==> src/rtl/knn_pkg.sv <==
`timescale 1ns / 1ps
`default_nettype none
package knn_pkg;

  // Default sizes of the store.
  localparam int CAPACITY_DEF = 1024;
  localparam int DIM_MAX_DEF  = 64;
  localparam int K_MAX_DEF    = 16;

  // Fixed field widths of the ports.
  localparam int VALUE_BITS = 16;
  localparam int ID_BITS    = 10;
  localparam int CNT_BITS   = 11;
  localparam int DIST_BITS  = 38;
  localparam int K_BITS     = 5;
  localparam int IDX_BITS   = 6;
  localparam int DIM_BITS   = 7;
  localparam int LEN_BITS   = 11;
  localparam int SQ_BITS    = 33;

  // Depth of the command queue between front and back.
  localparam int QUEUE_DEPTH = 4;

  typedef enum logic [1:0] {
    OP_INSERT = 2'd0,
    OP_QUERY  = 2'd1,
    OP_CLEAR  = 2'd2,
    OP_READ   = 2'd3
  } op_t;

  typedef enum logic [1:0] {
    KIND_INSERT    = 2'd0,
    KIND_NEIGHBOUR = 2'd1,
    KIND_READ      = 2'd2,
    KIND_CLEAR     = 2'd3
  } kind_t;

  typedef enum logic [1:0] {
    ST_OK       = 2'd0,
    ST_MISMATCH = 2'd1,
    ST_FULL     = 2'd2,
    ST_RANGE    = 2'd3
  } status_t;

  typedef enum logic [1:0] {
    CMD_RESULT = 2'd0,
    CMD_READ   = 2'd1,
    CMD_SCAN   = 2'd2
  } cmd_type_t;

  // Work handed from the front to the back.
  typedef struct packed {
    cmd_type_t             ctype;
    kind_t                 kind;
    status_t               status;
    logic [ID_BITS-1:0]    vec_id;
    logic [CNT_BITS-1:0]   count;
    logic [LEN_BITS-1:0]   len;
    logic [K_BITS-1:0]     k;
    logic [ID_BITS-1:0]    read_id;
    logic [IDX_BITS-1:0]   read_index;
  } cmd_t;

endpackage
`default_nettype wire

==> src/rtl/knn_front.sv <==
`timescale 1ns / 1ps
`default_nettype none
module knn_front
  import knn_pkg::*;
#(
  parameter int CAPACITY = CAPACITY_DEF,
  parameter int DIM_MAX  = DIM_MAX_DEF,
  parameter int K_MAX    = K_MAX_DEF
) (
  input  wire logic                  clk,
  input  wire logic                  rst,
  input  wire logic                  in_valid,
  output logic                       in_stall,
  input  wire logic [1:0]            op,
  input  wire logic [VALUE_BITS-1:0] value,
  input  wire logic                  last,
  input  wire logic [K_BITS-1:0]     k,
  input  wire logic [ID_BITS-1:0]    read_id,
  input  wire logic [IDX_BITS-1:0]   read_index,
  input  wire logic                  dimension_we,
  input  wire logic [DIM_BITS-1:0]   dimension,
  input  wire logic                  queue_full,
  input  wire logic                  queue_empty,
  input  wire logic                  back_idle,
  output logic                       push,
  output cmd_t                       cmd,
  output logic                       st_we,
  output logic [(CAPACITY > 1 ? $clog2(CAPACITY) : 1) + (DIM_MAX > 1 ? $clog2(DIM_MAX) : 1)-1:0]
                                     st_waddr,
  output logic [VALUE_BITS-1:0]      st_wdata,
  output logic                       qb_we,
  output logic [(DIM_MAX > 1 ? $clog2(DIM_MAX) : 1)-1:0] qb_waddr,
  output logic [VALUE_BITS-1:0]      qb_wdata
);

  localparam int ID_W  = CAPACITY > 1 ? $clog2(CAPACITY) : 1;
  localparam int DIM_W = DIM_MAX > 1 ? $clog2(DIM_MAX) : 1;
  localparam int POS_W = $clog2(DIM_MAX + 2);

  logic [DIM_BITS-1:0] dim_reg;
  logic [DIM_BITS-1:0] learned_dim;
  logic [DIM_BITS-1:0] learned_dim_next;
  logic [POS_W-1:0]    pos;
  logic [POS_W-1:0]    pos_next;
  logic                loading_query;
  logic                loading_query_next;
  logic [CNT_BITS-1:0] count;
  logic [CNT_BITS-1:0] count_next;

  logic                accept;
  logic                is_vec;
  logic [DIM_BITS-1:0] edim;
  logic [POS_W-1:0]    pos_eff;
  logic [POS_W-1:0]    pos_inc;
  logic                in_range;
  logic                mismatch;
  logic                full;
  logic [K_BITS-1:0]   k_sat;

  // Vector components touch the memories, so they wait until the back is quiet.
  assign is_vec   = (op == OP_INSERT) || (op == OP_QUERY);
  assign in_stall = queue_full || (is_vec && !(queue_empty && back_idle));
  assign accept   = in_valid && !in_stall;

  // Classification of the incoming transaction.
  assign edim     = (learned_dim != '0) ? learned_dim : dim_reg;
  assign pos_eff  = (pos != '0 && loading_query != op[0]) ? '0 : pos;
  assign pos_inc  = (32'(pos_eff) <= DIM_MAX) ? pos_eff + 1'b1 : pos_eff;
  assign in_range = 32'(pos_eff) < DIM_MAX;
  assign mismatch = (32'(pos_inc) > DIM_MAX)
                 || (edim != '0 && LEN_BITS'(pos_inc) != LEN_BITS'(edim));
  assign full     = 32'(count) >= CAPACITY;
  assign k_sat    = (32'(k) > K_MAX) ? K_BITS'(K_MAX) : k;

  // Memory writes of components.
  assign st_we    = accept && (op == OP_INSERT) && in_range && !full;
  assign st_waddr = {ID_W'(count), DIM_W'(pos_eff)};
  assign st_wdata = value;
  assign qb_we    = accept && (op == OP_QUERY) && in_range;
  assign qb_waddr = DIM_W'(pos_eff);
  assign qb_wdata = value;

  // Next state and the command for the back.
  always_comb begin
    push               = 1'b0;
    count_next         = count;
    learned_dim_next   = learned_dim;
    pos_next           = pos;
    loading_query_next = loading_query;
    cmd                = '0;
    cmd.ctype          = CMD_RESULT;
    cmd.kind           = KIND_INSERT;
    cmd.status         = ST_OK;
    cmd.read_id        = read_id;
    cmd.read_index     = read_index;
    cmd.len            = LEN_BITS'(pos_inc);
    cmd.k              = k_sat;
    unique case (op_t'(op))
      OP_INSERT: begin
        loading_query_next = 1'b0;
        pos_next           = last ? '0 : pos_inc;
        if (last) begin
          push = 1'b1;
          if (mismatch) begin
            cmd.status = ST_MISMATCH;
          end else if (full) begin
            cmd.status = ST_FULL;
          end else begin
            cmd.vec_id       = ID_BITS'(count);
            count_next       = count + 1'b1;
            learned_dim_next = DIM_BITS'(pos_inc);
          end
        end
      end
      OP_QUERY: begin
        loading_query_next = 1'b1;
        pos_next           = last ? '0 : pos_inc;
        cmd.kind           = KIND_NEIGHBOUR;
        if (last) begin
          if (mismatch) begin
            push       = 1'b1;
            cmd.status = ST_MISMATCH;
          end else if (k_sat != '0 && count != '0) begin
            push      = 1'b1;
            cmd.ctype = CMD_SCAN;
          end
        end
      end
      OP_CLEAR: begin
        push       = 1'b1;
        count_next = '0;
        pos_next   = '0;
        cmd.kind   = KIND_CLEAR;
      end
      OP_READ: begin
        push     = 1'b1;
        cmd.kind = KIND_READ;
        if (32'(read_id) >= 32'(count) || DIM_BITS'(read_index) >= edim
            || 32'(read_index) >= DIM_MAX) begin
          cmd.status = ST_RANGE;
        end else begin
          cmd.ctype = CMD_READ;
        end
      end
      default: begin
        push = 1'b0;
      end
    endcase
    cmd.count = count_next;
    if (!accept) begin
      push = 1'b0;
    end
  end

  // Architectural state of the store.
  always_ff @(posedge clk) begin
    if (rst) begin
      dim_reg       <= '0;
      learned_dim   <= '0;
      pos           <= '0;
      loading_query <= 1'b0;
      count         <= '0;
    end else begin
      if (dimension_we) begin
        dim_reg <= dimension;
      end
      if (accept) begin
        learned_dim   <= learned_dim_next;
        pos           <= pos_next;
        loading_query <= loading_query_next;
        count         <= count_next;
      end
    end
  end

  a_pos_bound: assert property (@(posedge clk) disable iff (rst) 32'(pos) <= DIM_MAX + 1)
    else $error("component position ran past the overlong mark");
  a_count_bound: assert property (@(posedge clk) disable iff (rst) 32'(count) <= CAPACITY)
    else $error("vector count exceeds capacity");
  a_vec_quiet: assert property (@(posedge clk) disable iff (rst)
      (st_we || qb_we) |-> (queue_empty && back_idle))
    else $error("component written while the back may read memory");

endmodule
`default_nettype wire

==> config.mk <==
export PLATFORM = sky130hd
export DESIGN_NAME = knn_front
export DESIGN_NICKNAME = d
export VERILOG_FILES = /design/src/rtl/knn_pkg.sv /design/src/rtl/knn_front.sv
export SDC_FILE = /design/constraint.sdc
export NUM_CORES = 1
export LEC_CHECK = 0
export BUFFER_PORTS_ARGS = -buffer_cell sky130_fd_sc_hd__clkbuf_2
export CORE_MARGIN = 2
export CORE_UTILIZATION = 51
export CTS_CLUSTER_SIZE = 40
export DETAILED_ROUTE_END_ITERATION = 7
export HOLD_SLACK_MARGIN = 0.02
export PLACE_DENSITY_LB_ADDON = 0.25
export SETUP_SLACK_MARGIN = 0.15
export SYNTH_ARGS = -nofsm -noshare
export SYNTH_HDL_FRONTEND = slang
export SYNTH_SLANG_ARGS = --single-unit
export TNS_END_PERCENT = 10
==> constraint.sdc <==
create_clock -name clk -period 7.9 [get_ports clk]
set_input_delay 0.395 -clock clk [delete_from_list [all_inputs] [get_ports clk]]
set_output_delay 0.395 -clock clk [all_outputs]
set_load 0.005 [all_outputs]
==> impl_metrics.env, run 1 <==
export IMPL_cts_clk_slew_worst_paths_ns=0.08
export IMPL_cts_tree="yes"
export IMPL_grt_setup_unrepaired="no"
export IMPL_critical_path_required_ns=7.51
export IMPL_io_pins=171
export IMPL_ys_warn_count=0
export IMPL_vias_per_cell=5.671
export IMPL_dieHeight_um=85.98
export IMPL_drt_pass1_iter_count=5
export IMPL_rows=29
export IMPL_p_int_mw=0.3066
export IMPL_worst_pin_slew_ns=0.8680
export IMPL_post_cts_buffers=0
export IMPL_clock_latency_ns=0.29
export IMPL_cts_max_level=2
export IMPL_cts_buffers=5
export IMPL_clockPowerShare_pct=40.1
export IMPL_dpl_cell_area_um2=3553
export IMPL_combinationalPowerShare_pct=19.5
export IMPL_area_growth_pct=7.192
export IMPL_synth_edff_count=0
export IMPL_swShare_pct=27.71
export IMPL_period_share_pct=62.60
export IMPL_fin_setup_tns_ns=0
export IMPL_seq_area_frac_synth_pct=19.28
export IMPL_pwr_share_seq_pct=40.3
export IMPL_ys_ff_latch=33
export IMPL_start_kind="register"
export IMPL_powerDensity_nw_per_um2=115.5
export IMPL_fin_skew_ns=0.004843
export IMPL_final_nets=572
export IMPL_grt_max_degree=34
export IMPL_core_um2=6422
export IMPL_cts_root_buf="clkbuf_8"
export IMPL_dieArea_um2=7392
export IMPL_wirelength_mm=8.675
export IMPL_antenna_left=0
export IMPL_p_sw_mw=0.1175
export IMPL_largest_register="count"
export IMPL_antenna_cells=0
export IMPL_largest_reg_flops=11
export IMPL_fin_crit_ns=4.946
export IMPL_multi_input_area_um2=2086
export IMPL_arrival_ns=4.55
export IMPL_dpl_hpwl_mm=6.732
export IMPL_syn_avg_cell_area_um2=7.616
export IMPL_initialDrtViolationCount=125
export IMPL_slew_headroom_pct=41.69
export IMPL_cts_sinks=33
export IMPL_fin_hold_ws_ns=0.3371
export IMPL_slew_viol_final=0
export IMPL_p_leak_nw=1.695
export IMPL_grt_pass1_vias=2976
export IMPL_netlist_instances=450
export IMPL_outcome="completed"
export IMPL_setup_violations=0
export IMPL_antenna_found_initial=0
export IMPL_synth_ff_type="dfxtp_1"
export IMPL_grt_overflow_total=0
export IMPL_place_gp_congestion=0.8932
export IMPL_ir_drop_v=0.00009120
export IMPL_numPortBuffers=118
export IMPL_die_w_um=85.98
export IMPL_hold_viol=0
export IMPL_wl_per_cell_um=15.19
export IMPL_clock_path_buffers=2
export IMPL_fin_area_um2=3674
export IMPL_synth_area_um2=3427
export IMPL_grt_pass1_wl_mm=13.75
export IMPL_cts_resized=0
export IMPL_cts_hold_buf=0
export IMPL_worst_setup_path_end_kind="output port"
export IMPL_synth_async_reset_ratio_pct=0
export IMPL_path_class="register to output port"
export IMPL_start_util_pct=53.36
export IMPL_drc=0
export IMPL_hold_class="primary input to register"
export IMPL_synthDistinctLibCells=55
export IMPL_n_fill_cell=655
export IMPL_maxCapViolCount=0
export IMPL_drive_gt1_share_pct=28.54
export IMPL_crit_fanout=13
export IMPL_seqCellArea_um2=660.6
export IMPL_max_freq_ghz=0.2022
export IMPL_vias=3238
export IMPL_grt_use_total_pct=22.62
path summary, 6_finish.rpt:
path                               from                           to  cells past startpoint  slack (ns)
max          loading_query$_SDFFE_PP0P_                      cmd[40]                     13        2.95
min                        dimension[6]      dim_reg[6]$_SDFFE_PP0P_                      3        0.34
max reg2reg  loading_query$_SDFFE_PP0P_  learned_dim[2]$_SDFFE_PP0P_                     12        3.35
min reg2reg     dim_reg[2]$_SDFFE_PP0P_      dim_reg[2]$_SDFFE_PP0P_                      2        0.50
per-layer routing:
layer	GRT usage (%)	up-vias	part of all wire [%]
met2	40.66	139	50
met1	28.02	1483	42
met5	0	-	0
met4	4.906	0	1.1
met3	4.042	14	7.1
li1	-	1602	-
cells in the mapped netlist, types with 11 or more instances:
| master | count | area [µm²] |
|---|---|---|
| buf_4 | 69 | 518.0 |
| ha_1 | 25 | 312.8 |
| o21ai_0 | 14 | 70.07 |
| inv_1 | 28 | 105.1 |
| a21o_1 | 12 | 90.09 |
| dfxtp_1 | 33 | 660.6 |
| clkbuf_1 | 16 | 60.06 |
| nand3_1 | 11 | 55.05 |
| and3_1 | 12 | 75.07 |
| nand2_1 | 35 | 131.4 |
| nor2_1 | 40 | 150.1 |
| mux2i_1 | 15 | 150.1 |
| nand4_1 | 11 | 68.82 |
| a21oi_1 | 16 | 80.08 |
| and2_1 | 11 | 68.82 |
| a31oi_1 | 12 | 75.07 |
layout by cell type (no fill, tap or decap), types with 6 or more instances in the layout:
cell      Yosys  final
o21ai_0      14     14
nor2_1       40     40
nand4_1      11     11
nor3_1       10     10
a21oi_1      16     16
nand3_1      11     11
clkbuf_2      0    118
inv_1        28     28
nor2b_1       7      7
clkbuf_8      0      6
ha_1         25     25
and2_1       11     11
a31oi_1      12     12
nand2_1      35     35
a22oi_1       8      8
dfxtp_1      33     33
and3_1       12     12
a21o_1       12     12
mux2i_1      15     15
logic make-up (layout without fill, tap and decap cells):
kind of cell / Yosys count / after routing / share of synthesized area (%)
AO/OA/AOI/OAI: 92 / 92 / 20.15
XOR/XNOR: 7 / 7 / 2.410
adder cells (fa/ha/maj): 25 / 25 / 9.127
buffers and inverters: 115 / 156 / 20.19
flip-flops: 33 / 33 / 19.28
multiplexers: 15 / 15 / 4.381
other: 1 / 4 / 0.1094
AND/OR/NAND/NOR: 162 / 162 / 24.35
final cells by class:
| class | instances | share of cell area [%] |
|---|---|---|
| clock buffers | 6 | 2.248 |
| clock inverters | 2 | 1.022 |
| inverters | 28 | 2.861 |
| multi-input cells | 305 | 56.78 |
| flip-flops and latches | 33 | 17.98 |
| well taps | 77 | 2.623 |
| repair buffers | 120 | 16.49 |
power groups by stage:
stage	clock network [mW]	logic (mW)	registers (mW)
6_report	0.170	0.0828	0.171
4_1_cts	0.172	0.0833	0.171
3_3_place_gp	0	0.0814	0.175
5_1_grt	0.180	0.0924	0.171
2_1_floorplan	0	0.0718	0.174
3_5_place_dp	0	0.0830	0.175
through the flow:
step / power (mW) / setup slack (ns) / instances / util, %
finish: 0.4242 / 2.954 / 571 / 57.20
global route: 0.4433 / 2.596 / 571 / 57.20
CTS: 0.4260 / 2.989 / 571 / 57.20
detailed placement: 0.2579 / 3.135 / 563 / 55.33
global placement: 0.2564 / 3.238 / 563 / 55.33
floorplan: 0.2460 / 4.031 / 453 / -
critical path, stage by stage (launching register included):
cell and delay (ns):
dfxtp_1 0.36, xnor2_1 0.68, and2_1 0.29, inv_1 0.06
ha_1 0.22, a211oi_1 0.49, mux2i_1 0.40, xnor2_1 0.16
a41oi_1 0.32, a211oi_1 0.43, nand4_1 0.31, o211ai_1 0.31
o31ai_1 0.10, clkbuf_2 0.12
Power figures use the tool's default switching activity.
==> inputs of run 2 (changes only) <==
- ABC_AREA: not set -> 1
- CORE_UTILIZATION: 51 -> 48
- clock period: 7.9 -> 4.6 ns (I/O delays scaled with it)
==> run 2 against run 1 <==
  * Cell area grew 5.9%
  * Largest power group unchanged
  * Clock-buffer cell count up 1
  * Critical path depth grew 8
  * Sequential power grew 81%
  * Power is 82% higher
  * Critical endpoint is now cmd[39]
==> impl_metrics.env, run 2 <==
export IMPL_cts_buffers=5
export IMPL_clock_latency_ns=0.29
export IMPL_total_power_mw=0.7720
export IMPL_worst_setup_path_end_kind="output port"
export IMPL_start_kind="register"
export IMPL_cts_tree="yes"
export IMPL_grt_setup_unrepaired="no"
export IMPL_synth_top_area_share_pct=18.23
export IMPL_maxCapViolCount=0
export IMPL_die_w_um=90.89
export IMPL_ir_drop_v=0.0001272
export IMPL_synth_top_family_by_area="simple AND/OR/NAND/NOR gates"
export IMPL_wirelength_mm=9.501
export IMPL_synth_edff_count=0
export IMPL_largest_register="count"
export IMPL_vias=3599
export IMPL_cts_max_level=2
export IMPL_ys_warn_count=0
export IMPL_multi_input_area_um2=2042
export IMPL_setup_violations=0
export IMPL_synth_async_reset_ratio_pct=0
export IMPL_start_util_pct=49.69
export IMPL_arrival_ns=3.86
export IMPL_synthAdderAreaFrac_pct=8.633
export IMPL_rows=31
export IMPL_initialDrtViolationCount=185
export IMPL_drt_pass1_iter_count=4
export IMPL_cts_root_buf="clkbuf_8"
export IMPL_n_fill_cell=772
export IMPL_synth_mux_area_share_pct=0
export IMPL_dpl_hpwl_mm=7.686
export IMPL_largest_reg_flops=11
export IMPL_p_leak_nw=2.123
export IMPL_antenna_left=0
export IMPL_synthSimpleGateAreaFrac_pct=33.60
export IMPL_grt_max_degree=20
export IMPL_worstReg2RegStart="pos[2]$_SDFFE_PP0P_"
export IMPL_path_class="register to output port"
export IMPL_critical_path_startpoint="pos[2]$_SDFFE_PP0P_"
export IMPL_io_pins=171
export IMPL_fin_skew_ns=0.007254
export IMPL_powerDensity_nw_per_um2=198.4
export IMPL_area_growth_pct=7.355
export IMPL_numPortBuffers=118
export IMPL_synthTopCellsByCount="nand2_1, inv_1, buf_4"
export IMPL_antenna_cells=0
export IMPL_drc=0
export IMPL_seq_area_frac_synth_pct=18.23
export IMPL_final_cell_mix="clkbuf_2, nand2_1, inv_1"
export IMPL_grt_overflow_total=0
export IMPL_layout_commonest_cell="clkbuf_2"
export IMPL_slew_viol_final=0
export IMPL_critical_path_required_ns=4.37
export IMPL_synthTopCellsByArea="dfxtp_1, buf_4, nand2_1, inv_1, ha_1"
export IMPL_netlist_instances=563
export IMPL_drive_gt1_share_pct=27.48
export IMPL_synth_most_common_cell="nand2_1"
export IMPL_fin_setup_tns_ns=0
export IMPL_wl_per_cell_um=13.31
export IMPL_hold_class="primary input to register"
export IMPL_synth_top_cell_by_area="dfxtp_1"
export IMPL_worst_pin_slew_ns=0.7690
export IMPL_cts_clk_slew_worst_paths_ns=0.07
export IMPL_synth_ff_type="dfxtp_1"
export IMPL_ys_ff_latch=33
export IMPL_synth_area_um2=3623
export IMPL_slew_headroom_pct=48.34
export IMPL_vias_per_cell=5.041
export IMPL_period_share_pct=89.01
export IMPL_cts_sinks=33
export IMPL_synthDistinctLibCells=43
export IMPL_hold_viol=0
export IMPL_grt_use_total_pct=22.38
export IMPL_grt_pass1_wl_mm=15.61
export IMPL_dieHeight_um=90.89
export IMPL_crit_fanout=13
export IMPL_max_freq_ghz=0.2442
export IMPL_outcome="completed"
export IMPL_clock_path_buffers=2
export IMPL_syn_avg_cell_area_um2=6.436
export IMPL_seqCellArea_um2=660.6
export IMPL_place_gp_congestion=0.8851
export IMPL_dieArea_um2=8260
export IMPL_hold_start="dimension[3]"
export IMPL_antenna_found_initial=0
export IMPL_grt_pass1_vias=3365
export IMPL_synth_xor_area_share_pct=0.2417
export IMPL_core_um2=7292
export IMPL_final_nets=694
export IMPL_synth_compound_area_share_pct=13.26
export IMPL_fin_crit_ns=4.094
==> run 2: cell types whose count changed in the layout (fill, tap and decap cells not counted), sizes merged, moves of 7 or more <==
cell	change
nand2	+80
inv	+62
nand3	+36
a21oi	+21
o21ai	+18
mux2i	-15
and2	-12
and3	-12
a21o	-11
a31oi	-11
nand4	+9
a22oi	-8
nor2b	-7
==> run 2: where the power goes <==
group	switching (mW)	internal (mW)	total [mW]
combinational	0.144	0.0941	0.238
clock	0.106	0.119	0.225
sequential	0.0121	0.297	0.309
total	0.262	0.510	0.772
==> run 2: routing by layer <==
layer	track usage (%)	vias up	wire (µm)
li1	-	1859	-
met1	29.64	1602	4336
met2	37.56	120	4434
met3	2.838	18	587
met4	7.576	0	143
met5	0	-	0
==> run 2: worst paths after layout <==
check                                endpoint  cells past startpoint  slack, ns
setup reg to reg  learned_dim[3]$_SDFFE_PP0P_                     22       0.77
hold / removal        dim_reg[3]$_SDFFE_PP0P_                      3       0.17
setup / recovery                      cmd[39]                     21       0.51
hold reg to reg       dim_reg[2]$_SDFFE_PP0P_                      2       0.46
==> run 2: through the flow <==
step | instances | worst slack (ns) | area [µm²] | hold WS [ns] | utilization, %
final | 714 | 0.5057 | 3890 | 0.1659 | 53.35
after global routing | 714 | 0.1601 | 3890 | 0.1864 | 53.35
after CTS | 709 | 0.3474 | 3845 | 0.1643 | 52.73
after detailed placement | 702 | 0.6784 | 3759 | 0.4514 | 51.54
after global placement | 702 | 0.8578 | 3759 | 0.4447 | 51.54
after floorplan | 566 | 1.671 | 3635 | 0.3649 | -
==> run 2: cell families after synthesis <==
logic type                 Yosys count
adders and majority gates           25
DFF                                 33
AOI/OAI and AO/OA                   83
xor gates and xnor gates             1
and+or+nand+nor                    246
other                                1
buffers and inverters              174
==> run 2: cell type report <==
cell class                 instances  area share, %
multi-input combinational        359          52.49
tap                               99          3.184
sequential                        33          16.98
inverter                          93          8.974
clock buffer                       7          2.219
timing repair buffer             123          16.15
==> run 2: worst max-delay path, stage by stage, from the launching register on <==
cell and delay (ns):
dfxtp_1 0.42, nor2_2 0.14, nand2_1 0.08, o21ai_4 0.35, inv_2 0.11, nor2_1 0.30
inv_1 0.11, ha_1 0.21, inv_1 0.06, a21oi_2 0.04, nand2_4 0.12, nand2_4 0.10
nand2_1 0.10, nand2_1 0.11, nor2_1 0.11, nand2_1 0.10, o21ai_4 0.32, a21boi_4 0.32
buf_4 0.16, nand4_2 0.07, nand2_1 0.10, clkbuf_2 0.12
==> run 2: timing repair <==
| item | in CTS | in global routing |
|---|---|---|
| hold buffers | 0 | 0 |
| setup buffers | 0 | 5 |
| gates resized for setup | 0 | 1 |
| endpoints found under the setup margin | 0 | 10 |
